[src/hw/rtl/blsc_pkg.sv]
`timescale 1ns / 1ps
// ----------------------------------------------------------------------------
// blsc_pkg
// Shared types and codes for the bitmap layer scanline compositor.
// ----------------------------------------------------------------------------
package blsc_pkg;

  localparam logic [1:0] REQ_MEM_WRITE  = 2'd0;
  localparam logic [1:0] REQ_DESC_WRITE = 2'd1;
  localparam logic [1:0] REQ_RENDER     = 2'd2;
  localparam logic [1:0] REQ_END_LINE   = 2'd3;

  localparam logic [2:0] SLOT_MODE    = 3'd0;
  localparam logic [2:0] SLOT_W       = 3'd1;
  localparam logic [2:0] SLOT_H       = 3'd2;
  localparam logic [2:0] SLOT_X       = 3'd3;
  localparam logic [2:0] SLOT_Y       = 3'd4;
  localparam logic [2:0] SLOT_TILESET = 3'd5;
  localparam logic [2:0] SLOT_PALETTE = 3'd6;
  localparam logic [2:0] SLOT_DATA    = 3'd7;

  localparam logic CFG_WIDTH  = 1'b0;
  localparam logic CFG_HEIGHT = 1'b1;

  localparam logic [11:0] LINE_MAX = 12'd4095;

  typedef struct packed {
    logic load;       // capture request fields
    logic scan_start; // select first layer
    logic window;     // compute window test for current layer
    logic offset;     // multiply and register offset
    logic rd_index;   // issue index byte read
    logic rd_pal0;    // issue palette reads
    logic rd_pal1;
    logic rd_pal2;
    logic cap0;       // capture palette bytes
    logic cap1;
    logic cap2;
    logic next_layer;
    logic mem_write;
    logic desc_write;
    logic end_line;
    logic finish;     // present result
  } blsc_cmd_t;

  typedef struct packed {
    logic [1:0] req;
    logic       pixel_out;  // pixel beyond line
    logic       hit;        // layer covers pixel
    logic       last_layer;
  } blsc_stat_t;

endpackage

[src/hw/rtl/blsc_ctrl.sv]
`timescale 1ns / 1ps
// ----------------------------------------------------------------------------
// blsc_ctrl
// Request sequencer: walks the layers for a pixel and issues memory reads.
// ----------------------------------------------------------------------------
module blsc_ctrl
  import blsc_pkg::*;
(
  input  logic       clk,
  input  logic       rst,
  input  logic       start,
  output logic       busy,
  input  blsc_stat_t stat,
  output blsc_cmd_t  cmd
);
  typedef enum logic [10:0] {
    S_IDLE   = 11'b00000000001,
    S_DECODE = 11'b00000000010,
    S_WIN    = 11'b00000000100,
    S_OFF    = 11'b00000001000,
    S_IDX    = 11'b00000010000,
    S_IDXW   = 11'b00000100000,
    S_P0     = 11'b00001000000,
    S_P1     = 11'b00010000000,
    S_P2     = 11'b00100000000,
    S_P3     = 11'b01000000000,
    S_DONE   = 11'b10000000000
  } state_t;

  state_t state, state_next;

  always_ff @(posedge clk) begin
    if (rst) begin
      state <= S_IDLE;
    end else begin
      state <= state_next;
    end
  end

  assign busy = (state != S_IDLE);

  always_comb begin
    cmd = '0;
    state_next = state;
    unique case (state)
      S_IDLE: begin
        if (start) begin
          cmd.load = 1'b1;
          state_next = S_DECODE;
        end
      end
      S_DECODE: begin
        unique case (stat.req)
          REQ_MEM_WRITE: begin
            cmd.mem_write = 1'b1;
            state_next = S_DONE;
          end
          REQ_DESC_WRITE: begin
            cmd.desc_write = 1'b1;
            state_next = S_DONE;
          end
          REQ_END_LINE: begin
            cmd.end_line = 1'b1;
            state_next = S_DONE;
          end
          default: begin
            cmd.scan_start = 1'b1;
            state_next = stat.pixel_out ? S_DONE : S_WIN;
          end
        endcase
      end
      S_WIN: begin
        cmd.window = 1'b1;
        state_next = S_OFF;
      end
      S_OFF: begin
        cmd.offset = 1'b1;
        if (stat.hit) begin
          state_next = S_IDX;
        end else if (stat.last_layer) begin
          state_next = S_DONE;
        end else begin
          cmd.next_layer = 1'b1;
          state_next = S_WIN;
        end
      end
      S_IDX: begin
        cmd.rd_index = 1'b1;
        state_next = S_IDXW;
      end
      S_IDXW: begin
        cmd.rd_index = 1'b1;
        state_next = S_P0;
      end
      S_P0: begin
        cmd.rd_pal0 = 1'b1;
        state_next = S_P1;
      end
      S_P1: begin
        cmd.rd_pal1 = 1'b1;
        cmd.cap0 = 1'b1;
        state_next = S_P2;
      end
      S_P2: begin
        cmd.rd_pal2 = 1'b1;
        cmd.cap1 = 1'b1;
        state_next = S_P3;
      end
      S_P3: begin
        cmd.cap2 = 1'b1;
        if (stat.last_layer) begin
          state_next = S_DONE;
        end else begin
          cmd.next_layer = 1'b1;
          state_next = S_WIN;
        end
      end
      S_DONE: begin
        cmd.finish = 1'b1;
        state_next = S_IDLE;
      end
      default: state_next = S_IDLE;
    endcase
  end
endmodule

[config.mk]
export PLATFORM = sky130hd
export DESIGN_NAME = blsc_ctrl
export DESIGN_NICKNAME = d
export VERILOG_FILES = /design/src/hw/rtl/blsc_pkg.sv /design/src/hw/rtl/blsc_ctrl.sv
export SDC_FILE = /design/constraint.sdc
export NUM_CORES = 1
export LEC_CHECK = 0
export BUFFER_PORTS_ARGS = -buffer_cell sky130_fd_sc_hd__clkbuf_2
export CAP_MARGIN = 20
export CORE_MARGIN = 4
export CORE_UTILIZATION = 45
export CTS_CLUSTER_SIZE = 28
export DETAILED_ROUTE_END_ITERATION = 10
export PLACE_DENSITY = 0.83
export SLEW_MARGIN = 20
export SYNTH_ARGS = -nofsm -noshare
export SYNTH_HDL_FRONTEND = slang
export SYNTH_SLANG_ARGS = --single-unit
[constraint.sdc]
create_clock -name clk -period 4.5 [get_ports clk]
set_input_delay 0.9 -clock clk [delete_from_list [all_inputs] [get_ports clk]]
set_output_delay 0.9 -clock clk [all_outputs]
set_load 0.05 [all_outputs]
# Word level (Yosys, flattened, before mapping)
# Index checks and enable logic that the tools add are counted.
# word_totals
register_bits	11
latch_bits	0
ramBits	0
rom_bits	0
out_inout_bits	17
n_memories	0
# classes
add_sub_neg	0
multipliers	0
div_mod_pow	0
magnitude_cmp	0
eq_ne	15
n_shift	0
mux	25
n_bitwise	0
reduce_logical	3
# op_table
operator	n
$pmux W11 S10	1
$mux W11	5
$mux W1	17
$eq A11 B1 Y1 const B	1
$eq A11 B10 Y1 const B	1
$eq A11 B11 Y1 const B	1
$eq A11 B2 Y1 const B	1
$eq A11 B3 Y1 const B	1
$eq A11 B4 Y1 const B	1
$eq A11 B5 Y1 const B	1
$eq A11 B6 Y1 const B	1
$eq A11 B7 Y1 const B	1
$eq A11 B8 Y1 const B	1
$eq A11 B9 Y1 const B	1
$ne A11 B1 Y1 const B	1
$mux W3	1
$reduce_or A3 Y1	1
$eq A2 B1 Y1 const B	1
$eq A2 B2 Y1 const B	1
$logic_not A2 Y1	1
$ne A2 B2 Y1 const B	1
$pmux W1 S2	1
$reduce_or A2 Y1	1

# Longest topological paths before layout
# Gate-level depths: netlist of run 1.
# logic_depth
ltp_word	4
mapped_depth	6
ltp_nobuf	4

# Worst setup path before layout of run 1
# No wires, ideal clock.
# synth_path
path_kind	register to output
from	register state[2]
to	output port cmd[4] in the netlist's numbering
arrival_time_ns	3.145
required_time_ns	3.600
slack_ns	0.455
path_stages_with_launch	5
n_path_buf	1
path_cell_list	dfxtp_1 -> buf_6 -> or4_4 -> nor4_1 -> o21ba_2
# synth_rtl
element	line	text
from (decl)	blsc_ctrl.sv:30	state_t state, state_next;
from (signal assigned)	blsc_ctrl.sv:36	state <= state_next;
to (decl)	blsc_ctrl.sv:14	output blsc_cmd_t cmd

==> qor.yml, run 1 <==
timing:
  setup_viol: 0
  slew_violations: 0
  period_share_pct: 76.0
  grt_setup_unrepaired: "false"
  tns_ps: 0
  finalHoldViolCount: 0
  max_freq_mhz: 292
  fin_skew_ps: 3.18
  period_needed_ps: 3420
  tightest_slew_ps: 776
  slew_headroom_pct: 48.0
layout:
  post-route-util_pct: 56.3
  n_antenna_cell: 0
  area_delta_synth_final_pct: 17.7
  regMostFlops: "state"
  top_regs: "state (11)"
  layout-drive-gt1-share_pct: 36.6
  nNetsFinal: 121
  design_area_um2: 858
  largest_reg_flops: 11
yosys:
  synth_area_um2: 729
  synth_xor_area_share_pct: 3.60
  ys_types: 36
  avgSynthCellArea_um2: 8.11
  syn_nets: 98
  synthSimpleGateAreaFrac_pct: 46.5
  synthCells: 90
  synthMuxAreaShare_pct: 0
  ys_warn_count: 0
  yosysSeqAreaShare_pct: 30.2
  synth-seq-cells: 11
  synth-compound-area-share_pct: 13.0
  synth_fa_ha_area_share_pct: 0
  synth_top_family_by_area: "simple AND/OR/NAND/NOR gates"
critical_path:
  crit_start: "state[1]"
  arrival_ps: 2520
  max_stage_delay_ps: 570
  ff2ff_setup_slack_ps: 2370
  rr_worst_depth: 4
  cp_num_cells: 5
  cp_slowest_cell: "or4_4"
  criticalPathCategory: "reg -> out"
  crit_path_start_kind: "flop"
  rr_startpoint: "state[6]"
  crit_top_cell: "or4_4"
  required_ps: 3600
  crit_fanout: 8
  cp_top_family: "simple AND/OR/NAND/NOR gates"
  critPathCapture: "cmd[10]"
  crit_path_end_kind: "primary output"
  crit_buf_inv: 1
  reg2reg_to: "state[10]"
  path_cells: "or4_4 > or2_4 > or4_4 > nor3b_1 > clkbuf_2"
cts:
  clockBufferDepth: 2
  cts_resized: 0
  path_clk_slew_ps: 70
  clk_latency_ps: 270
  clock_sinks: 11
  h-tree-depth: 1
  cts_made_buffers: 3
  cts_hold_buf: 0
  cts_root_buf: "clkbuf_4"
  cts_tree: "done"
  post_cts_buffers: 0
power:
  fin_total_pwr_mw: 0.213
  seq_power_share_pct: 48.3
  p_int_mw: 0.148
  p_leak_nw: 0.359
  ir_drop_mv: 0.170
  p_sw_mw: 0.0648
  combPwrFrac_pct: 20.2
  swShare_pct: 30.4
  p_clk_share_pct: 31.5
  powerDensity_nw_per_um2: 248
floorplanning:
  dieArea_um2: 2330
  pin_count: 25
  start_util_pct: 47.9
  fp-row-count: 14
  die_h_um: 48.3
  die_w_um: 48.3
  core_um2: 1520
global_routing:
  grt_pass1_vias: 629
  grt_max_degree: 10
  grt_pass1_wl_mm: 2.68
  gr-total-overflow: 0
  grt_usage_pct: 16.4
  antenna_found_initial: 0
routing:
  first_pass_iters: 6
  via_count: 759
  drt-vias-per-instance: 5.93
  ant_nets: 0
  drt_wl_total_mm: 1.78
  wl_per_cell_um: 13.9
  drtIter0Drc: 31
  post-route-drc-count: 0
worst_hold_path:
  hold_class: "reg -> reg"
placed_design:
  dp_hpwl_mm: 1.40
  gp_congestion: 0.798
  dpl-instance-area_um2: 832
  numPortBuffers: 24
run:
  drv_cap: 0
outcome:
  outcome: "complete, no violations"
power groups by stage:
stage                     Sequential (mW)  Combinational (mW)  Clock (mW)
after floorplan                     0.104              0.0318           0
after global placement              0.104              0.0414           0
after detailed placement            0.105              0.0428           0
after CTS                           0.103              0.0431      0.0667
after global routing                0.103              0.0468      0.0722
final                               0.103              0.0431      0.0672
synth_stat cells, drive strengths merged:
master / n / share of area (%)
a21oi: 1 / 0.69
or3: 1 / 0.86
xor2: 2 / 2.4
nand2b: 3 / 2.6
o21a: 1 / 1.0
o31ai: 1 / 1.7
and2: 1 / 0.86
or4: 2 / 3.1
nor2b: 1 / 0.86
or2: 5 / 4.6
nand3: 1 / 0.69
o21ba: 1 / 1.4
a21o: 1 / 1.0
buf: 3 / 3.6
o211ai: 2 / 2.1
clkbuf: 3 / 1.5
a31o: 2 / 2.4
and4: 2 / 2.4
nor4b: 4 / 5.7
and3: 1 / 0.86
nor4: 6 / 6.0
xnor2: 1 / 1.2
inv: 3 / 1.5
nand3b: 1 / 1.0
nand4: 1 / 0.86
o21ai: 4 / 2.7
dfxtp: 11 / 30
nor3: 9 / 6.2
nor3b: 2 / 2.1
or3b: 1 / 1.2
nand2: 5 / 2.6
nor2: 8 / 4.1
logic make-up after synthesis:
| group | Yosys count |
|---|---|
| flops | 11 |
| simple gates | 54 |
| compound gates | 13 |
| xor+xnor | 3 |
| buf+inv | 9 |
per-layer routing:
metal,wire length [um],track usage (%),up-vias
li1,-,-,374
met1,726,22.2,334
met2,836,26.8,45
met3,177,2.21,6
met4,36,4.84,0
met5,0,0,-
how the worst min path moves through the flow:
stage / start / to / slack [ps] / cells after the start
after floorplan: state[5] / state[6] / 480 / 2
after global placement: state[5] / state[6] / 510 / 2
after detailed placement: state[5] / state[6] / 520 / 2
after CTS: state[5] / state[6] / 540 / 2
after global routing: state[5] / state[6] / 570 / 2
final: state[5] / state[6] / 540 / 2
stage by stage:
stage / cells / hold slack, ps / worst slack (ps)
after floorplan: 90 / 484 / 455
after global placement: 124 / 508 / 1450
after detailed placement: 124 / 524 / 1370
after CTS: 128 / 536 / 1070
after global routing: 128 / 568 / 988
final: 128 / 538 / 1080
cells in the final DEF, fill, tap and decap left out:
master     n
nor4b_2    1
nand3_1    1
xor2_1     2
nand3b_1   1
nor3b_1    2
o31ai_2    1
clkbuf_1   1
xnor2_1    1
dfxtp_1   11
nor4_2     1
a21oi_1    1
a31o_2     2
nand2b_1   3
nand4_1    1
or4_4      2
nor3_1     9
o21ba_2    1
clkbuf_4   3
nor4b_1    3
o211ai_1   2
inv_1      3
or3b_2     1
nor2_1     8
or2_4      1
and2_1     1
or3_1      1
and4_1     2
clkbuf_2  24
or2_2      4
and3_1     1
o21ai_0    4
nand2_1    5
o21a_1     1
nor2b_1    1
a21o_1     1
nor4_1     5
cell type report:
type                            count  area [um^2]
Clock buffer                        4         26.3
Timing Repair Buffer               24          120
Inverter                            3         11.3
Fill cell                         137          666
Tap cell                           16         20.0
Multi-Input combinational cell     70          460
Sequential cell                    11          220
worst register-to-register path, delay by kind of cell, from the launching register on:
family | cells | cell delay [ps]
AOI/OAI and AO/OA | 2 | 820
DFF | 1 | 400
and+or+nand+nor | 2 | 760
(Power assumes the default switching activity.)
==> run 2: changes to the inputs <==
--- a/config.mk
+++ b/config.mk
@@ -5,13 +5,14 @@
 export SDC_FILE = /design/constraint.sdc
 export NUM_CORES = 1
 export LEC_CHECK = 0
+export ABC_AREA = 1
 export BUFFER_PORTS_ARGS = -buffer_cell sky130_fd_sc_hd__clkbuf_2
 export CAP_MARGIN = 20
 export CORE_MARGIN = 4
 export CORE_UTILIZATION = 45
 export CTS_CLUSTER_SIZE = 28
 export DETAILED_ROUTE_END_ITERATION = 10
-export PLACE_DENSITY = 0.83
+export PLACE_DENSITY = 0.84
 export SLEW_MARGIN = 20
 export SYNTH_ARGS = -nofsm -noshare
 export SYNTH_HDL_FRONTEND = slang
==> constraint.sdc (replaced) <==
create_clock -name clk -period 3.5 [get_ports clk]
set_input_delay 0.7 -clock clk [delete_from_list [all_inputs] [get_ports clk]]
set_output_delay 0.7 -clock clk [all_outputs]
set_load 0.05 [all_outputs]
==> run 2 against run 1 <==
Effect of this change:
- via count shrank 5.7%
- non-clock buffer count is the same
- die area shrank 6.9%
- cell count grew 19%
- power is 32% higher
- core utilization increased by 4.5 points
- flip-flop and latch count is the same
- clock-buffer cell count down 1
- critical path depth rose by 2
- first-iteration DRC count decreased by 68%
- largest cell class unchanged
==> qor.yml, run 2 <==
critical_path:
  crit_top_cell: "nand2_1"
  required_ps: 2800  # -800 ps
  ff2ff_setup_slack_ps: 2140  # -230 ps
  max_stage_delay_ps: 320  # -250 ps
  crit_path_end_kind: "primary output"
  cp_slowest_cell: "dfxtp_1"
  crit_path_start_kind: "flop"
  arrival_ps: 1690  # -830 ps
  path_cells: "nor2_2 > nand2_1 > nor2_4 > nand2_1 > or2_1 > nor2_1 > clkbuf_2"
  rr_worst_depth: 7  # +3
  crit_fanout: 5  # -3
  criticalPathCategory: "reg -> out"
  rr_startpoint: "state[0]"
  reg2reg_to: "state[5]"
  cp_top_family: "simple AND/OR/NAND/NOR gates"
  crit_buf_inv: 1  # unchanged
timing:
  grt_setup_unrepaired: "false"
  setup_viol: 0  # unchanged
  max_freq_mhz: 419
  period_needed_ps: 2390
  finalHoldViolCount: 0  # unchanged
  fin_skew_ps: 3.20  # +0.0144 ps
  slew_headroom_pct: 75.1  # +27 points
  slew_violations: 0  # unchanged
  tns_ps: 0  # unchanged
  tightest_slew_ps: 370  # -406 ps
  period_share_pct: 68.2
cts:
  clock_sinks: 11  # unchanged
  clockBufferDepth: 2  # unchanged
  cts_tree: "done"
  cts_made_buffers: 3  # unchanged
  path_clk_slew_ps: 70  # about the same
  post_cts_buffers: 0  # unchanged
  h-tree-depth: 1  # unchanged
  cts_root_buf: "clkbuf_4"
  cts_hold_buf: 0  # unchanged
  cts_resized: 0  # unchanged
  clk_latency_ps: 270  # about the same
layout:
  nNetsFinal: 146  # +21%
  layout_commonest_cell: "nand2_1"
  design_area_um2: 821  # -4.4%
  area_delta_synth_final_pct: 22.6
  layout-drive-gt1-share_pct: 26.3  # -10 points
  largest_reg_flops: 11  # unchanged
  n_antenna_cell: 0  # unchanged
  top_regs: "state (11)"
  final_cell_mix: "nand2_1 (26), inv_1 (25), clkbuf_2 (24)"
  regMostFlops: "state"
  stdcell_count: 152  # +19%
power:
  powerDensity_nw_per_um2: 344  # +38%
  ir_drop_mv: 0.268  # +58%
  fin_total_pwr_mw: 0.282  # +32%
  p_leak_nw: 0.517  # +44%
yosys:
  synth_top_area_share_pct: 32.9  # +2.7 points
  synthSimpleGateAreaFrac_pct: 46.7  # +0.25 points
  synth_area_um2: 669  # -8.2%
  synth_area_leaders: "dfxtp_1 (33%), nand2_1 (15%), inv_1 (14%)"
  synth-compound-area-share_pct: 4.11  # -8.9 points
  synth_xor_area_share_pct: 0  # -3.6 points
  synth.top_cells.by_count: "nand2_1 (26), inv_1 (25), nor2_1 (21)"
  yosysSeqAreaShare_pct: 32.9  # +2.7 points
  yosysMostFrequentCell: "nand2_1"
  avgSynthCellArea_um2: 6.03  # -26%
  synthFlopType: "dfxtp_1"
  ys_types: 17  # -53%
  ys_warn_count: 0  # unchanged
  synth_fa_ha_area_share_pct: 0  # unchanged
  synthCells: 111  # +23%
  synth_edf_count: 0  # unchanged
  synth-seq-cells: 11  # unchanged
  synth_top_area_cell: "dfxtp_1"
  synthMuxAreaShare_pct: 0  # unchanged
  ys_async_sr_fraction_pct: 0  # unchanged
  syn_nets: 119  # +21%
  synth_top_family_by_area: "simple AND/OR/NAND/NOR gates"
outcome:
  outcome: "complete, no violations"
worst_hold_path:
  hold_class: "reg -> reg"
  worstHoldEndpoint: "state[1]"
  holdCritStartpoint: "state[1]"
  hold_depth: 2  # unchanged
global_routing:
  grt_max_degree: 8  # -2
  antenna_found_initial: 0  # unchanged
  gr-total-overflow: 0  # unchanged
  grt_usage_pct: 15.9  # -0.46 points
  grt_pass1_vias: 629  # unchanged
  grt_pass1_wl_mm: 2.40  # -11%
routing:
  drt_wl_total_mm: 1.44  # -19%
  wl_per_cell_um: 9.47  # -32%
  first_pass_iters: 4  # -2
  post-route-drc-count: 0  # unchanged
  ant_nets: 0  # unchanged
  drtIter0Drc: 10  # -68%
  drt-vias-per-instance: 4.71  # -21%
  via_count: 716  # -5.7%
floorplanning:
  die_h_um: 46.6  # -3.5%
  die_w_um: 46.6  # -3.5%
  core_um2: 1350  # -11%
  dieArea_um2: 2170  # -6.9%
  fp-row-count: 13  # -1
  start_util_pct: 49.6  # +1.7 points
  pin_count: 25  # unchanged
placed_design:
  dp_hpwl_mm: 1.23  # -12%
  gp_congestion: 0.789  # -1.2%
  dpl-instance-area_um2: 793  # -4.7%
  numPortBuffers: 24  # unchanged
  placed_cells: 148  # +19%
run:
  drv_cap: 0  # unchanged
## run 2: changes by cell type in the layout (fill, tap and decap cells not counted), sizes merged, moves of 3 or more
cell    delta
nand3      +5
nor4       -6
nor4b      -4
nand2     +22
nor2      +18
nand2b     -3
or2        -4
inv       +22
## run 2: worst max-delay path by stage
stage	start	end	slack, ps	depth (start not counted)
final	state[6]	cmd[3]	1110	7
after global routing	state[5]	cmd[4]	960	8
after CTS	state[6]	cmd[3]	1110	7
after detailed placement	stat[3]	cmd[3]	1400	4
after global placement	stat[3]	cmd[3]	1410	4
after floorplan	state[6]	cmd[15]	1040	5
## run 2: metal layers
layer	up-vias	GRT usage, %	share of wire (%)
li1	384	-	-
met1	300	16.9	41
met2	27	28.3	48
met3	5	3.91	8.6
met4	0	8.52	2.2
met5	-	0	0
## run 2: stage by stage
step / setup slack, ps / hold WS [ps] / util (%)
2_1_floorplan: 1040 / 480 / -
3_3_place_gp: 1410 / 502 / 58.8
3_5_place_dp: 1400 / 515 / 58.8
4_1_cts: 1110 / 529 / 60.8
5_1_grt: 957 / 562 / 60.8
6_report: 1110 / 535 / 60.8
## run 2: final cells by class
class                      instances  area, um^2
fill                             122         529
multi-input combinational         73         340
sequential                        11         220
timing repair buffer              24         120
inverter                          25        93.8
clock buffer                       3        22.5
tap                               15        18.8
clock inverter                     1        5.00
## run 2: worst reg2reg max path, stage by stage, from the launching register on
cell     delay, ps
dfxtp_1        340
nor2_2         140
nand2_1        100
nor2_2         170
o21ai_0        190
nand3_2        140
nand3_4        100
nor2_1         120
## run 2: cells by family (layout without fill, tap and decap cells)
family,Yosys count,count (layout)
buffers and inverters,27,53
AND/OR/NAND/NOR,68,68
flip-flops,11,11
AO/OA/AOI/OAI,5,5
## run 2: where the power goes
part           internal [mW]  total, mW  switching (mW)
combinational         0.0172     0.0645          0.0472
clock                 0.0423     0.0868          0.0444
sequential             0.128      0.131         0.00271
total                  0.188      0.282          0.0944
